`src/design/sensor_frame_crc_decoder_macros.svh`:
```
// Assertion macros for the sensor frame CRC decoder.
// Used by sensor_frame_crc_decoder.sv; no other dependencies.
// Define NO_ASSERTIONS to compile the checks out.
`ifndef SENSOR_FRAME_CRC_DECODER_MACROS_SVH
`define SENSOR_FRAME_CRC_DECODER_MACROS_SVH

`ifndef NO_ASSERTIONS

// Same-cycle implication, disabled during reset
`define SFCD_ASSERT_NOW(label, clk, rst_n, ante, cons) \
	label: assert property (@(posedge clk) disable iff (!(rst_n)) (ante) |-> (cons)) \
		else $error("sfcd assertion failed");

// Next-cycle implication, disabled during reset
`define SFCD_ASSERT_NEXT(label, clk, rst_n, ante, cons) \
	label: assert property (@(posedge clk) disable iff (!(rst_n)) (ante) |=> (cons)) \
		else $error("sfcd assertion failed");

`else

`define SFCD_ASSERT_NOW(label, clk, rst_n, ante, cons)
`define SFCD_ASSERT_NEXT(label, clk, rst_n, ante, cons)

`endif

`endif

```
`src/design/sfcd_pkg.sv`:
```
// Package for the sensor frame CRC decoder: frame constants, codes, CRC-8 step.
// No dependencies; used by the channel interfaces and the top level.
`timescale 1ns / 1ps
`default_nettype none

package sfcd_pkg;

	// Frame layout: four data bytes then the CRC byte
	localparam int unsigned POS_W       = 3;
	localparam logic [POS_W-1:0] LAST_POS = 3'd4;

	// CRC-8, MSB first, no final xor
	localparam logic [7:0] CRC_INIT  = 8'hFF;
	localparam logic [7:0] CRC_POLY  = 8'h31;
	localparam logic [7:0] READY_BIT = 8'h01;

	typedef enum logic [1:0] {
		CODE_OK        = 2'd0,
		CODE_BUS       = 2'd1,
		CODE_CRC       = 2'd2,
		CODE_NOT_READY = 2'd3
	} result_code_t;

	typedef enum logic [1:0] {
		KIND_CONC    = 2'd0,
		KIND_VERSION = 2'd1,
		KIND_RESIST  = 2'd2,
		KIND_SPARE   = 2'd3
	} reg_kind_t;

	// One byte through the CRC-8 register, eight shift steps unrolled
	function automatic logic [7:0] crc8_byte(input logic [7:0] crc, input logic [7:0] b);
		logic [7:0] c;
		c = crc ^ b;
		for (int i = 0; i < 8; i++) begin
			if (c[7]) begin
				c = {c[6:0], 1'b0} ^ CRC_POLY;
			end else begin
				c = {c[6:0], 1'b0};
			end
		end
		return c;
	endfunction

endpackage

`default_nettype wire

```
`src/design/sfcd_if.sv`:
```
// Valid/ready channel interfaces for the sensor frame CRC decoder.
// Depends on sfcd_pkg for the result code type.
`timescale 1ns / 1ps
`default_nettype none

// Received bytes, one request per byte
interface sfcd_byte_if;
	logic       valid;
	logic       ready;
	logic [7:0] rx_byte;
	logic [1:0] reg_kind;
	logic       bus_error;

	modport source (output valid, output rx_byte, output reg_kind, output bus_error,
		input ready);
	modport sink (input valid, input rx_byte, input reg_kind, input bus_error,
		output ready);
endinterface

// Decoded frame results, one request per frame
interface sfcd_result_if;
	import sfcd_pkg::*;
	logic         valid;
	logic         ready;
	result_code_t result_code;
	logic [31:0]  value;
	logic [31:0]  raw_data;
	logic [7:0]   sensor_status;
	logic         crc_ok;
	logic         data_ready;

	modport source (output valid, output result_code, output value, output raw_data,
		output sensor_status, output crc_ok, output data_ready, input ready);
	modport sink (input valid, input result_code, input value, input raw_data,
		input sensor_status, input crc_ok, input data_ready, output ready);
endinterface

`default_nettype wire

```
`src/design/sensor_frame_crc_decoder.sv`:
```
// An accepted byte is registered in the input stage, then in the frame state; a fifth byte's
// result goes to the result register. Throughput: one byte per cycle, back to back, unless a
// fifth byte waits on a full result register; set by the unrolled CRC-8 step between stages.
// Reset (arst_n low, asynchronous): byte position 0, CRC 0xFF, data and bus flag cleared,
// no request pending in either stage.
// Depends on sfcd_pkg, sfcd_if and sensor_frame_crc_decoder_macros.svh.
`timescale 1ns / 1ps
`default_nettype none
`include "sensor_frame_crc_decoder_macros.svh"

module sensor_frame_crc_decoder (
	input  wire logic     clk,
	input  wire logic     arst_n,
	sfcd_byte_if.sink     frame,
	sfcd_result_if.source result
);
	import sfcd_pkg::*;

	// Input stage
	logic       valid_s1;
	logic [7:0] byte_s1;
	logic [1:0] kind_s1;
	logic       berr_s1;

	// Frame state
	logic [POS_W-1:0] pos_q;
	logic [7:0]       crc_q;
	logic [31:0]      shift_q;
	logic             berr_q;

	// Result register
	logic         res_valid_q;
	result_code_t res_code_q;
	logic [31:0]  res_value_q;
	logic [31:0]  res_raw_q;
	logic [7:0]   res_status_q;
	logic         res_crc_ok_q;
	logic         res_ready_q;

	logic         last_byte;
	logic         out_free;
	logic         s1_fire;
	logic         in_fire;
	logic [7:0]   crc_next;
	logic         berr_next;
	logic [7:0]   status;
	logic         ready_bit_clr;
	logic         crc_good;
	logic [23:0]  resist_raw;
	logic [31:0]  value_next;
	result_code_t code_next;

	// Handshake: a byte leaves stage 1 unless it is a fifth byte facing a full result register
	assign last_byte   = (pos_q >= LAST_POS);
	assign out_free    = !res_valid_q || result.ready;
	assign s1_fire     = valid_s1 && (!last_byte || out_free);
	assign frame.ready = !valid_s1 || s1_fire;
	assign in_fire     = frame.valid && frame.ready;

	// Running CRC and sticky bus fault
	assign crc_next  = crc8_byte(crc_q, byte_s1);
	assign berr_next = berr_q | berr_s1;

	// Frame decode
	assign status        = shift_q[31:24];
	assign ready_bit_clr = ((status & READY_BIT) == 8'h00);
	assign crc_good      = (crc_next == 8'h00);
	assign resist_raw    = shift_q[31:8];

	always_comb begin
		unique case (reg_kind_t'(kind_s1))
			KIND_CONC:   value_next = {8'h00, shift_q[23:0]};
			// times ten as x*8 + x*2
			KIND_RESIST: value_next = {5'd0, resist_raw, 3'd0} + {7'd0, resist_raw, 1'b0};
			default:     value_next = shift_q;
		endcase
	end

	// First fault wins: bus, then CRC, then not ready
	always_comb begin
		if (berr_next) begin
			code_next = CODE_BUS;
		end else if (!crc_good) begin
			code_next = CODE_CRC;
		end else if ((reg_kind_t'(kind_s1) == KIND_CONC) && !ready_bit_clr) begin
			code_next = CODE_NOT_READY;
		end else begin
			code_next = CODE_OK;
		end
	end

	// Input stage control
	always_ff @(posedge clk or negedge arst_n) begin
		if (!arst_n) begin
			valid_s1 <= 1'b0;
		end else if (frame.ready) begin
			valid_s1 <= frame.valid;
		end
	end

	// Input stage payload
	always_ff @(posedge clk) begin
		if (in_fire) begin
			byte_s1 <= frame.rx_byte;
			kind_s1 <= frame.reg_kind;
			berr_s1 <= frame.bus_error;
		end
	end

	// Frame state: advance on each byte, restart after the CRC byte
	always_ff @(posedge clk or negedge arst_n) begin
		if (!arst_n) begin
			pos_q   <= '0;
			crc_q   <= CRC_INIT;
			shift_q <= '0;
			berr_q  <= 1'b0;
		end else if (s1_fire) begin
			if (last_byte) begin
				pos_q   <= '0;
				crc_q   <= CRC_INIT;
				shift_q <= '0;
				berr_q  <= 1'b0;
			end else begin
				pos_q   <= pos_q + 1'b1;
				crc_q   <= crc_next;
				shift_q <= {shift_q[23:0], byte_s1};
				berr_q  <= berr_next;
			end
		end
	end

	// Result valid
	always_ff @(posedge clk or negedge arst_n) begin
		if (!arst_n) begin
			res_valid_q <= 1'b0;
		end else if (s1_fire && last_byte) begin
			res_valid_q <= 1'b1;
		end else if (result.ready) begin
			res_valid_q <= 1'b0;
		end
	end

	// Result payload
	always_ff @(posedge clk) begin
		if (s1_fire && last_byte) begin
			res_code_q   <= code_next;
			res_value_q  <= value_next;
			res_raw_q    <= shift_q;
			res_status_q <= status;
			res_crc_ok_q <= crc_good;
			res_ready_q  <= ready_bit_clr;
		end
	end

	assign result.valid         = res_valid_q;
	assign result.result_code   = res_code_q;
	assign result.value         = res_value_q;
	assign result.raw_data      = res_raw_q;
	assign result.sensor_status = res_status_q;
	assign result.crc_ok        = res_crc_ok_q;
	assign result.data_ready    = res_ready_q;

	// Checks
	`SFCD_ASSERT_NOW(a_pos_range, clk, arst_n, 1'b1, pos_q <= LAST_POS)
	`SFCD_ASSERT_NEXT(a_frame_end_result, clk, arst_n, s1_fire && last_byte, res_valid_q)
	`SFCD_ASSERT_NEXT(a_frame_restart, clk, arst_n, s1_fire && last_byte,
		(pos_q == '0) && (crc_q == CRC_INIT) && !berr_q)
	`SFCD_ASSERT_NOW(a_ok_needs_crc, clk, arst_n, res_valid_q && (res_code_q == CODE_OK),
		res_crc_ok_q)

endmodule

`default_nettype wire

```
`src/flat_wrapper.sv`:
```
// flat-port wrapper written by rule: the top's interface ports become plain ports
module sensor_frame_crc_decoder_flat import sfcd_pkg::*;
  (clk, arst_n, frame_valid, frame_rx_byte, frame_reg_kind, frame_bus_error, frame_ready, result_valid, result_result_code, result_value, result_raw_data, result_sensor_status, result_crc_ok, result_data_ready, result_ready);
  sfcd_byte_if frame_i ();
  sfcd_result_if result_i ();
  input  wire logic clk;
  input  wire logic arst_n;
  input wire logic [$bits(frame_i.valid)-1:0] frame_valid;
  input wire logic [$bits(frame_i.rx_byte)-1:0] frame_rx_byte;
  input wire logic [$bits(frame_i.reg_kind)-1:0] frame_reg_kind;
  input wire logic [$bits(frame_i.bus_error)-1:0] frame_bus_error;
  output wire logic [$bits(frame_i.ready)-1:0] frame_ready;
  output wire logic [$bits(result_i.valid)-1:0] result_valid;
  output wire logic [$bits(result_i.result_code)-1:0] result_result_code;
  output wire logic [$bits(result_i.value)-1:0] result_value;
  output wire logic [$bits(result_i.raw_data)-1:0] result_raw_data;
  output wire logic [$bits(result_i.sensor_status)-1:0] result_sensor_status;
  output wire logic [$bits(result_i.crc_ok)-1:0] result_crc_ok;
  output wire logic [$bits(result_i.data_ready)-1:0] result_data_ready;
  input wire logic [$bits(result_i.ready)-1:0] result_ready;
  assign frame_i.valid = frame_valid;
  assign frame_i.rx_byte = frame_rx_byte;
  assign frame_i.reg_kind = frame_reg_kind;
  assign frame_i.bus_error = frame_bus_error;
  assign frame_ready = frame_i.ready;
  assign result_valid = result_i.valid;
  assign result_result_code = result_i.result_code;
  assign result_value = result_i.value;
  assign result_raw_data = result_i.raw_data;
  assign result_sensor_status = result_i.sensor_status;
  assign result_crc_ok = result_i.crc_ok;
  assign result_data_ready = result_i.data_ready;
  assign result_i.ready = result_ready;
  sensor_frame_crc_decoder u_core (.clk(clk), .arst_n(arst_n), .frame(frame_i), .result(result_i));
endmodule
```
`config.mk`:
```
export PLATFORM = sky130hd
export DESIGN_NAME = sensor_frame_crc_decoder_flat
export DESIGN_NICKNAME = d
export VERILOG_FILES = /design/src/design/sfcd_pkg.sv /design/src/design/sfcd_if.sv /design/src/design/sensor_frame_crc_decoder.sv /design/src/flat_wrapper.sv
export VERILOG_INCLUDE_DIRS = /design/src /design/src/design
export SDC_FILE = /design/constraint.sdc
export NUM_CORES = 1
export LEC_CHECK = 0
export BUFFER_PORTS_ARGS = -buffer_cell sky130_fd_sc_hd__buf_2
export CORE_AREA = 2 2 125 127
export CTS_CLUSTER_SIZE = 25
export DETAILED_ROUTE_END_ITERATION = 10
export DIE_AREA = 0 0 127 129
export PLACE_DENSITY = 0.67
export SYNTH_ARGS = -nofsm -noshare
export SYNTH_HDL_FRONTEND = slang
export SYNTH_SLANG_ARGS = --single-unit
```
`constraint.sdc`:
```
create_clock -name clk -period 3.9 [get_ports clk]
set_input_delay 0.39 -clock clk [delete_from_list [all_inputs] [get_ports clk]]
set_output_delay 0.39 -clock clk [all_outputs]
set_load 0.02 [all_outputs]
```
Word-level counts from Yosys, hierarchy flattened:

Cells that the tools add are included.

* $add $sub $neg: 2
* magnitude comparators: 1
* equality and inequality tests: 1
* muxes and demuxes: 17
* bitwise operators: 10
* reductions and logical operators: 15

Operators by type and width (count)
* one-hot mux 32 bit (2 select lines): 1
* 2-to-1 mux 6 bit: 8
* 2-to-1 mux 32 bit: 1
* adder 27 x 25 -> 28 bit: 1
* NOT 3 bit: 8
* logical NOT 8 bit: 2
* 2-to-1 mux 8 bit: 1
* XOR 8 bit: 1
* logical AND 1 bit: 4
* logical NOT 1 bit: 4
* 2-to-1 mux 2 bit: 2
* adder 3 x 1 -> 3 bit, second input constant: 1
* >= comparator 3 bit, second input constant: 1
* logical OR 1 bit: 3
* 2-to-1 mux 1 bit: 3
* 2-to-1 mux 3 bit: 1
* == test 2 bit, second input constant: 1
* logical NOT 2 bit: 1
* nonzero test 2 bit: 1
* OR 1 bit: 1

* register bits after elaboration: 133
* input bits: 15
* output and inout port bits: 78
* word-level logic and storage cells: 61

Longest topological paths before layout:

Gate-level depths: netlist of run 1.

* depth after elaboration: 19
* mapped depth: 10
* gate-level depth less buffers: 10

Worst setup path after synthesis of run 1:

No wires, ideal clock.

* path type: reg2reg
* start point: register u_core.res_valid_q, in the netlist u_core.result.valid
* end point: register u_core.res_crc_ok_q, in the netlist u_core.result.crc_ok (enable)
* library setup time: 0.436 ns
* arrival: 2.288 ns
* data required time: 3.464 ns
* path slack: 1.176 ns
* stages on the path, launching flop included: 3
* buffers on the path: 0
* clock period less this slack: 2.724 ns
* path through: dfrtp_1 > nand3_1 > and3_1

* cells in the longest elaborated chain, start to end: 5

Ends and longest elaborated chain
* from (decl): RTL line sensor_frame_crc_decoder.sv:32 `logic res_valid_q;`
* from (signal assigned): RTL line sensor_frame_crc_decoder.sv:135 `res_valid_q <= 1'b0;`
* from (signal assigned): RTL line sensor_frame_crc_decoder.sv:137 `res_valid_q <= 1'b1;`
* from (signal assigned): RTL line sensor_frame_crc_decoder.sv:139 `res_valid_q <= 1'b0;`
* logical NOT 1 bit: RTL line sensor_frame_crc_decoder.sv:55 `assign out_free = !res_valid_q || result.ready;`
* logical OR 1 bit: RTL line sensor_frame_crc_decoder.sv:55
* logical OR 1 bit: RTL line sensor_frame_crc_decoder.sv:56 `assign s1_fire = valid_s1 && (!last_byte || out_free);`
* logical AND 1 bit: RTL line sensor_frame_crc_decoder.sv:56
* logical AND 1 bit: RTL line sensor_frame_crc_decoder.sv:145 `if (s1_fire && last_byte) begin`
* to (signal assigned): RTL line sensor_frame_crc_decoder.sv:150 `res_crc_ok_q <= crc_good;`
* to (decl): RTL line sensor_frame_crc_decoder.sv:37 `logic res_crc_ok_q;`

No other way between the ends.
A chain may end at the register's enable or synchronous reset.

Final worst setup path of run 1:

* start point: register u_core.shift_q[10]
* end point: register u_core.res_value_q[25], in the netlist u_core.result.value[25], data pin

* cells in the longest elaborated chain, start to end: 2

Ends and longest elaborated chain
* from (decl): RTL line sensor_frame_crc_decoder.sv:28 `logic [31:0] shift_q;`
* from (signal assigned): RTL line sensor_frame_crc_decoder.sv:126 `shift_q <= {shift_q[23:0], byte_s1};`
* adder 27 x 25 -> 28 bit: RTL line sensor_frame_crc_decoder.sv:74 `KIND_RESIST: value_next = {5'd0, resist_raw, 3'd0} + {7'd0, resist_raw, 1'b0};`
* one-hot mux 32 bit (2 select lines): RTL line sensor_frame_crc_decoder.sv:71 `unique case (reg_kind_t'(kind_s1))`
* named net u_core.value_next[25]: RTL line sensor_frame_crc_decoder.sv:50 `logic [31:0] value_next;`
* to (signal assigned): RTL line sensor_frame_crc_decoder.sv:147 `res_value_q <= value_next;`
* to (decl): RTL line sensor_frame_crc_decoder.sv:34 `logic [31:0] res_value_q;`

The timed path passes the listed nets, and every way through them passes these cells.

==> metrics, run 1 <==
clock tree buffer depth 2; Hold EP u_core.byte_s1[4]$_DFFE_PP_; # hold bufs at CTS 0; CP required 4050 ps; status finished clean; dpl hpwl 9.00 mm; DIE HEIGHT 129 um; CTS tree done; CP Class flop to flop; syn avg cell area 12.2 um2; clock root buffer clkbuf_16; flop2flop setup slack 1250 ps; initial core utilization 39.4%; DRC errors left 0; CTS resizes 0; Crit. End Element flop; setup violators final 0; Final TNS setup 0 ps; Sw Share 35.0%; Hold Path Class input port to flop; reg2reg start u_core.shift_q[10]$_DFFE_PN0P_; Vias 4,079; syn_nets 523; vias per cell 5.28; Post-synth EDFFs 79; Filler cells 1,385; GRT overflow 0; FP Rows 45; count of state elements after synthesis 125; Final Critical Period 2650 ps; vias in the first global route 3,992; Slew HR 25.0%; H-tree depth 4; dominant synthesized flop cell edfxtp_1; I/O pin count 93; CTS Buf Count 17; Reg clk slew, reported paths 60 ps; Total Power 5.34 mW; Final Hold Viols 0; total global-route track usage 16.6%; Pint 3.47 mW; r2r worst-path depth 10; Clock Latency Late Sink 410 ps; Multi-input gate area 2180 um2; global-route wire length before repair 21.0 mm; Post-Place Cells 740; share of layout cells above drive strength 1 25.9%; Core Area 15,000 um2; DIE WIDTH 127 um; synthesized area 5900 um2; max-slew violations 0; Buf+Inv Stages, Crit Path 1; register area share after synthesis 59.9%; largest net degree at the start of global routing 47; Hold Startpoint frame_rx_byte[4]; r2r endpoint u_core.result.value[25]$_DFFE_PP_; # nets final 611; Slowest cell on crit path dfrtp_1; routability cong. 0.869; CP cell instances ha_1 > inv_1 > fa_1 > nand2b_1 > a21o_1 > a21oi_2 > a311o_1 > a21o_1 > a311o_1 > o211ai_1; post-route ant nets 0; synthesis-to-layout area growth 20.5%; VDD IR max 0.000344 V; First-pass DRT Iterations 4; initial antenna violation count 0; Cell Pwr Density 752 nW/um2; RSZ-0062 raised after global routing false; clock sink count 125; crit share post-route 67.9%; hold-critical path depth 1; # diodes 0; Worst EP arrival 2800 ps; Worst Max-Slew Pin Slew 1120 ps; Largest delay share family, worst path compound AO/OA/AOI/OAI gates; maximum clock rate 378 MHz; switching power 1.87 mW; DRT Wirelength 13.1 mm; CP max stage delay 450 ps; Worst Path Max Fanout 6; combinational power share 31.5%; I/O Buffers 92; Die ar. 16,400 um2; Synth Warn # 0; post-synthesis cell type count 51; Worst setup SP type flop; WL/cell 17.0 um; sequential share of power 38.4%; DRT iter0 DRCs 253; postcts setup bufs 0; Final Non-Filler Cells 772; reported leakage power 2.98 nW; Setup Skew 4.82 ps; ys async rst share 36.8%; Max Cap Viol 0; Clk network pwr share 30.1%; FF/Latch Area 3530 um2; Post-Syn Instances 483
-- cells by family after synthesis --
family | count (synthesis) | synth area share [%]
fa+ha+maj | 25 | 5.43
flops | 125 | 59.9
compound gates | 141 | 16.7
simple gates | 119 | 9.36
xor+xnor | 36 | 5.35
buf+inv | 37 | 3.20
-- synthesized netlist by cell type (5+ instances only) --
cell       n  area share [%]
a22o_1    28             4.2
edfxtp_1  79              40
a21oi_1   27             2.3
o21ai_0   31             2.6
dfstp_2    8             3.6
nor2_1    21             1.3
nand3_1   10            0.85
nand2_1   52             3.3
clkbuf_1  11            0.70
nand2b_1   9            0.95
a21o_1    13             1.7
xnor2_1   23             3.4
dfrtp_1   38              16
o21ai_1    6            0.51
ha_1      24             5.1
buf_4      9             1.1
nand4_1    5            0.53
xor2_1    13             1.9
inv_1     11            0.70
and2_1     7            0.74
-- sequential cells by signal, indices dropped and copies added (netlist names), 3 cells and up --
name / cells
u_core.crc_q: 8
u_core.result.sensor_status: 8
u_core.pos_q: 3
u_core.byte_s1: 8
u_core.result.raw_data: 24
u_core.shift_q: 32
u_core.result.value: 32
-- worst max-delay path by stage --
| stage | start | endpoint | slack, ps | cells past startpoint |
|---|---|---|---|---|
| floorplan | u_core.result.valid$_DFFE_PN0P_ | u_core.result.crc_ok$_DFFE_PP_ | 1180 | 2 |
| global placement | u_core.shift_q[8]$_DFFE_PN0P_ | u_core.result.value[21]$_DFFE_PP_ | 1350 | 10 |
| detailed placement | u_core.shift_q[10]$_DFFE_PN0P_ | u_core.result.value[21]$_DFFE_PP_ | 1290 | 10 |
| CTS | u_core.shift_q[10]$_DFFE_PN0P_ | u_core.result.value[25]$_DFFE_PP_ | 1270 | 10 |
| global route | u_core.shift_q[10]$_DFFE_PN0P_ | u_core.result.value[21]$_DFFE_PP_ | 1060 | 10 |
| finish | u_core.shift_q[10]$_DFFE_PN0P_ | u_core.result.value[25]$_DFFE_PP_ | 1250 | 10 |
-- cells in the final DEF, fill, tap and decap left out, types with 7 or more instances in the layout --
master / n
o21ai_0: 31
nor2_1: 21
a21oi_1: 27
nand2b_1: 9
a21o_1: 13
clkbuf_16: 20
edfxtp_1: 79
dfstp_2: 8
xnor2_1: 23
xor2_1: 13
dfrtp_1: 38
inv_1: 11
nand3_1: 10
nand2_1: 52
a22o_1: 28
buf_2: 92
ha_1: 24
and2_1: 7
-- metal layers --
| metal | track usage, % | share of wire [%] | vias to the layer above |
|---|---|---|---|
| li1 | - | - | 1950 |
| met1 | 22.0 | 46 | 1994 |
| met2 | 26.3 | 47 | 114 |
| met3 | 4.07 | 4.7 | 21 |
| met4 | 6.85 | 2.0 | 0 |
| met5 | 0 | 0 | - |
-- through the flow --
stage	hold slack [ps]	setup slack (ps)	util (%)	cell area, um2
4_1_cts	131	1270	47.4	7110
6_report	150	1250	47.4	7110
5_1_grt	131	1060	47.4	7110
3_5_place_dp	495	1290	43.3	6480
2_1_floorplan	94.4	1180	-	5900
3_3_place_gp	486	1350	43.3	6480
-- power groups by stage --
stage	combinational (mW)	sequential [mW]	clock (mW)
after global placement	1.65	2.07	0
after CTS	1.69	2.06	1.64
after floorplan	1.25	2.08	0
final	1.69	2.05	1.61
after global routing	1.88	2.09	1.69
after detailed placement	1.68	2.08	0
-- final cells by class --
cell class,count,area share (%)
inverters,11,0.581
flip-flops and latches,125,49.7
clock inverters,12,1.73
multi-input cells,321,30.6
well taps,188,3.31
repair buffers,95,6.97
clock buffers,20,7.04
(Power assumes the default switching activity.)
==> inputs of run 2 (changes only) <==
clock period = 2.6 ns   (was 3.9 ns; I/O delays follow)
==> metrics, run 2 (synthesis results as in run 1) <==
status finished with violations; failing checks hold timing; Worst setup SP type flop; # nets final 638 (+4.4%); r2r worst-path depth 8 (-2); flop2flop setup slack 90 ps (-1170 ps); CP required 2760 ps (-1290 ps); reported leakage power 3.10 nW (+4.0%); Slew HR 36.9% (+12 points); I/O Buffers 92 (unchanged); crit share post-route 96.7% (+29 points); share of layout cells above drive strength 1 29.3% (+3.4 points); Worst Max-Slew Pin Slew 947 ps (-175 ps); Max Cap Viol 0 (unchanged); Worst Path Max Fanout 6 (unchanged); worst slack, placed 46.1 ps (-1250 ps); met3 Use GR 4.57% (+0.50 points); DRT Wirelength 13.7 mm (+4.5%); setup violators final 0 (unchanged); r2r endpoint u_core.result.value[25]$_DFFE_PP_; commonest non-fill, non-tap cell in the layout buf_2; # diodes 0 (unchanged); H-tree depth 4 (unchanged); vias per cell 5.24 (-0.82%); post-route ant nets 0 (unchanged); reg2reg start u_core.shift_q[23]$_DFFE_PN0P_; DIE WIDTH 127 um (unchanged); DIE HEIGHT 129 um (unchanged); I/O pin count 93 (unchanged); vias in the first global route 4,122 (+3.3%); most frequent cells in the layout buf_2, edfxtp_1, nand2_1; initial core utilization 39.4% (unchanged); CTS Buf Count 17 (unchanged); Final Critical Period 2510 ps (-133 ps); total global-route track usage 17.3% (+0.74 points); routability cong. 0.921 (+6.0%); DRT iter0 DRCs 249 (-1.6%); crit path from u_core.shift_q[23]$_DFFE_PN0P_; Filler cells 1,326 (-4.3%); CTS tree done; Vias 4,187 (+2.6%); clock tree buffer depth 2 (unchanged); Hold Path Class input port to async pin; initial antenna violation count 0 (unchanged); final worst-path setup slack 85.8 ps (-1170 ps); DRC errors left 0 (unchanged); Reg clk slew, reported paths 60 ps (about the same); clock root buffer clkbuf_16; Setup Skew 9.19 ps (+4.37 ps); GR peak layer met2; Crit. End Element flop; GRT overflow 0 (unchanged); dpl hpwl 9.58 mm (+6.3%); global-route wire length before repair 21.7 mm (+3.6%); clock sink count 125 (unchanged); met2 Use GR 27.2% (+0.89 points); synthesis-to-layout area growth 24.7%; WL/cell 17.2 um (+0.94%); Worst EP arrival 2670 ps (-130 ps); Core Area 15,000 um2 (unchanged); Final Hold Viols 5 (+5); Cell Pwr Density 1110 nW/um2 (+47%); FP Rows 45 (unchanged); grt met1 use 23.2% (+1.2 points); VDD IR max 0.000491 V (+43%); CP Class flop to flop; max-slew violations 0 (unchanged); Die ar. 16,400 um2 (unchanged); Hold WS -14.0 ps (-164 ps); First-pass DRT Iterations 5 (+1); largest net degree at the start of global routing 65 (+38%); Clock Latency Late Sink 420 ps (about the same); maximum clock rate 398 MHz (+5.3%)
-- run 2: per-layer routing --
layer,routed length [um],part of all wire (%),vias to the layer above
met3,711,5.2,20
met4,187,1.4,0
li1,-,-,2011
met5,0,0,-
met1,6160,45,2040
met2,6680,49,116
-- run 2: cell type report --
class	instances	area, um2	share of cell area (%)
clock buffers	19	433	5.89
multi-input cells	321	2220	30.2
inverters	11	41.3	0.562
well taps	188	235	3.20
clock inverters	13	149	2.03
repair buffers	122	733	9.98
flip-flops and latches	125	3540	48.1
-- run 2: worst max path at each step --
| stage | endpoint | slack, ps |
|---|---|---|
| 2_1_floorplan | u_core.result.value[21]$_DFFE_PP_ | 250 |
| 3_3_place_gp | u_core.result.value[21]$_DFFE_PP_ | 140 |
| 3_5_place_dp | u_core.result.value[17]$_DFFE_PP_ | 50 |
| 4_1_cts | u_core.result.value[17]$_DFFE_PP_ | 20 |
| 5_1_grt | u_core.result.value[25]$_DFFE_PP_ | -10 |
| 6_report | u_core.result.value[25]$_DFFE_PP_ | 90 |
-- run 2: what timing repair did --
item | 4_1_cts | 5_1_grt
gates resized for setup | 0 | 15
buffers inserted | 0 | 3
hold buffers | 9 | 0
endpoints found under the setup margin | 0 | 6
hold endpoints to repair | 9 | 0
-- run 2: where the power goes --
group          internal [mW]  switching, mW
combinational           1.17           1.62
clock                   1.49          0.822
sequential              2.67          0.373
total                   5.33           2.81
-- run 2: critical path, cell delays in order (launching register included) --
cell and delay [ps]:
dfrtp_1 550, ha_2 380, a21oi_4 180, o21ai_2 90, a221o_1 300, a21o_1 180
a21o_1 210, a31oi_2 240, o211ai_1 120
-- run 2: per-stage QoR --
step / utilization, % / area, um2 / power [mW] / TNS, ps / std cells
after floorplan: - / 5900 / 4.99 / 0 / 483
after global placement: 44.1 / 6610 / 5.70 / 0 / 755
after detailed placement: 44.1 / 6610 / 5.75 / 0 / 755
after CTS: 48.6 / 7280 / 8.13 / 0 / 796
after global routing: 49.1 / 7350 / 8.63 / -11.8 / 799
final: 49.1 / 7350 / 8.14 / 0 / 799
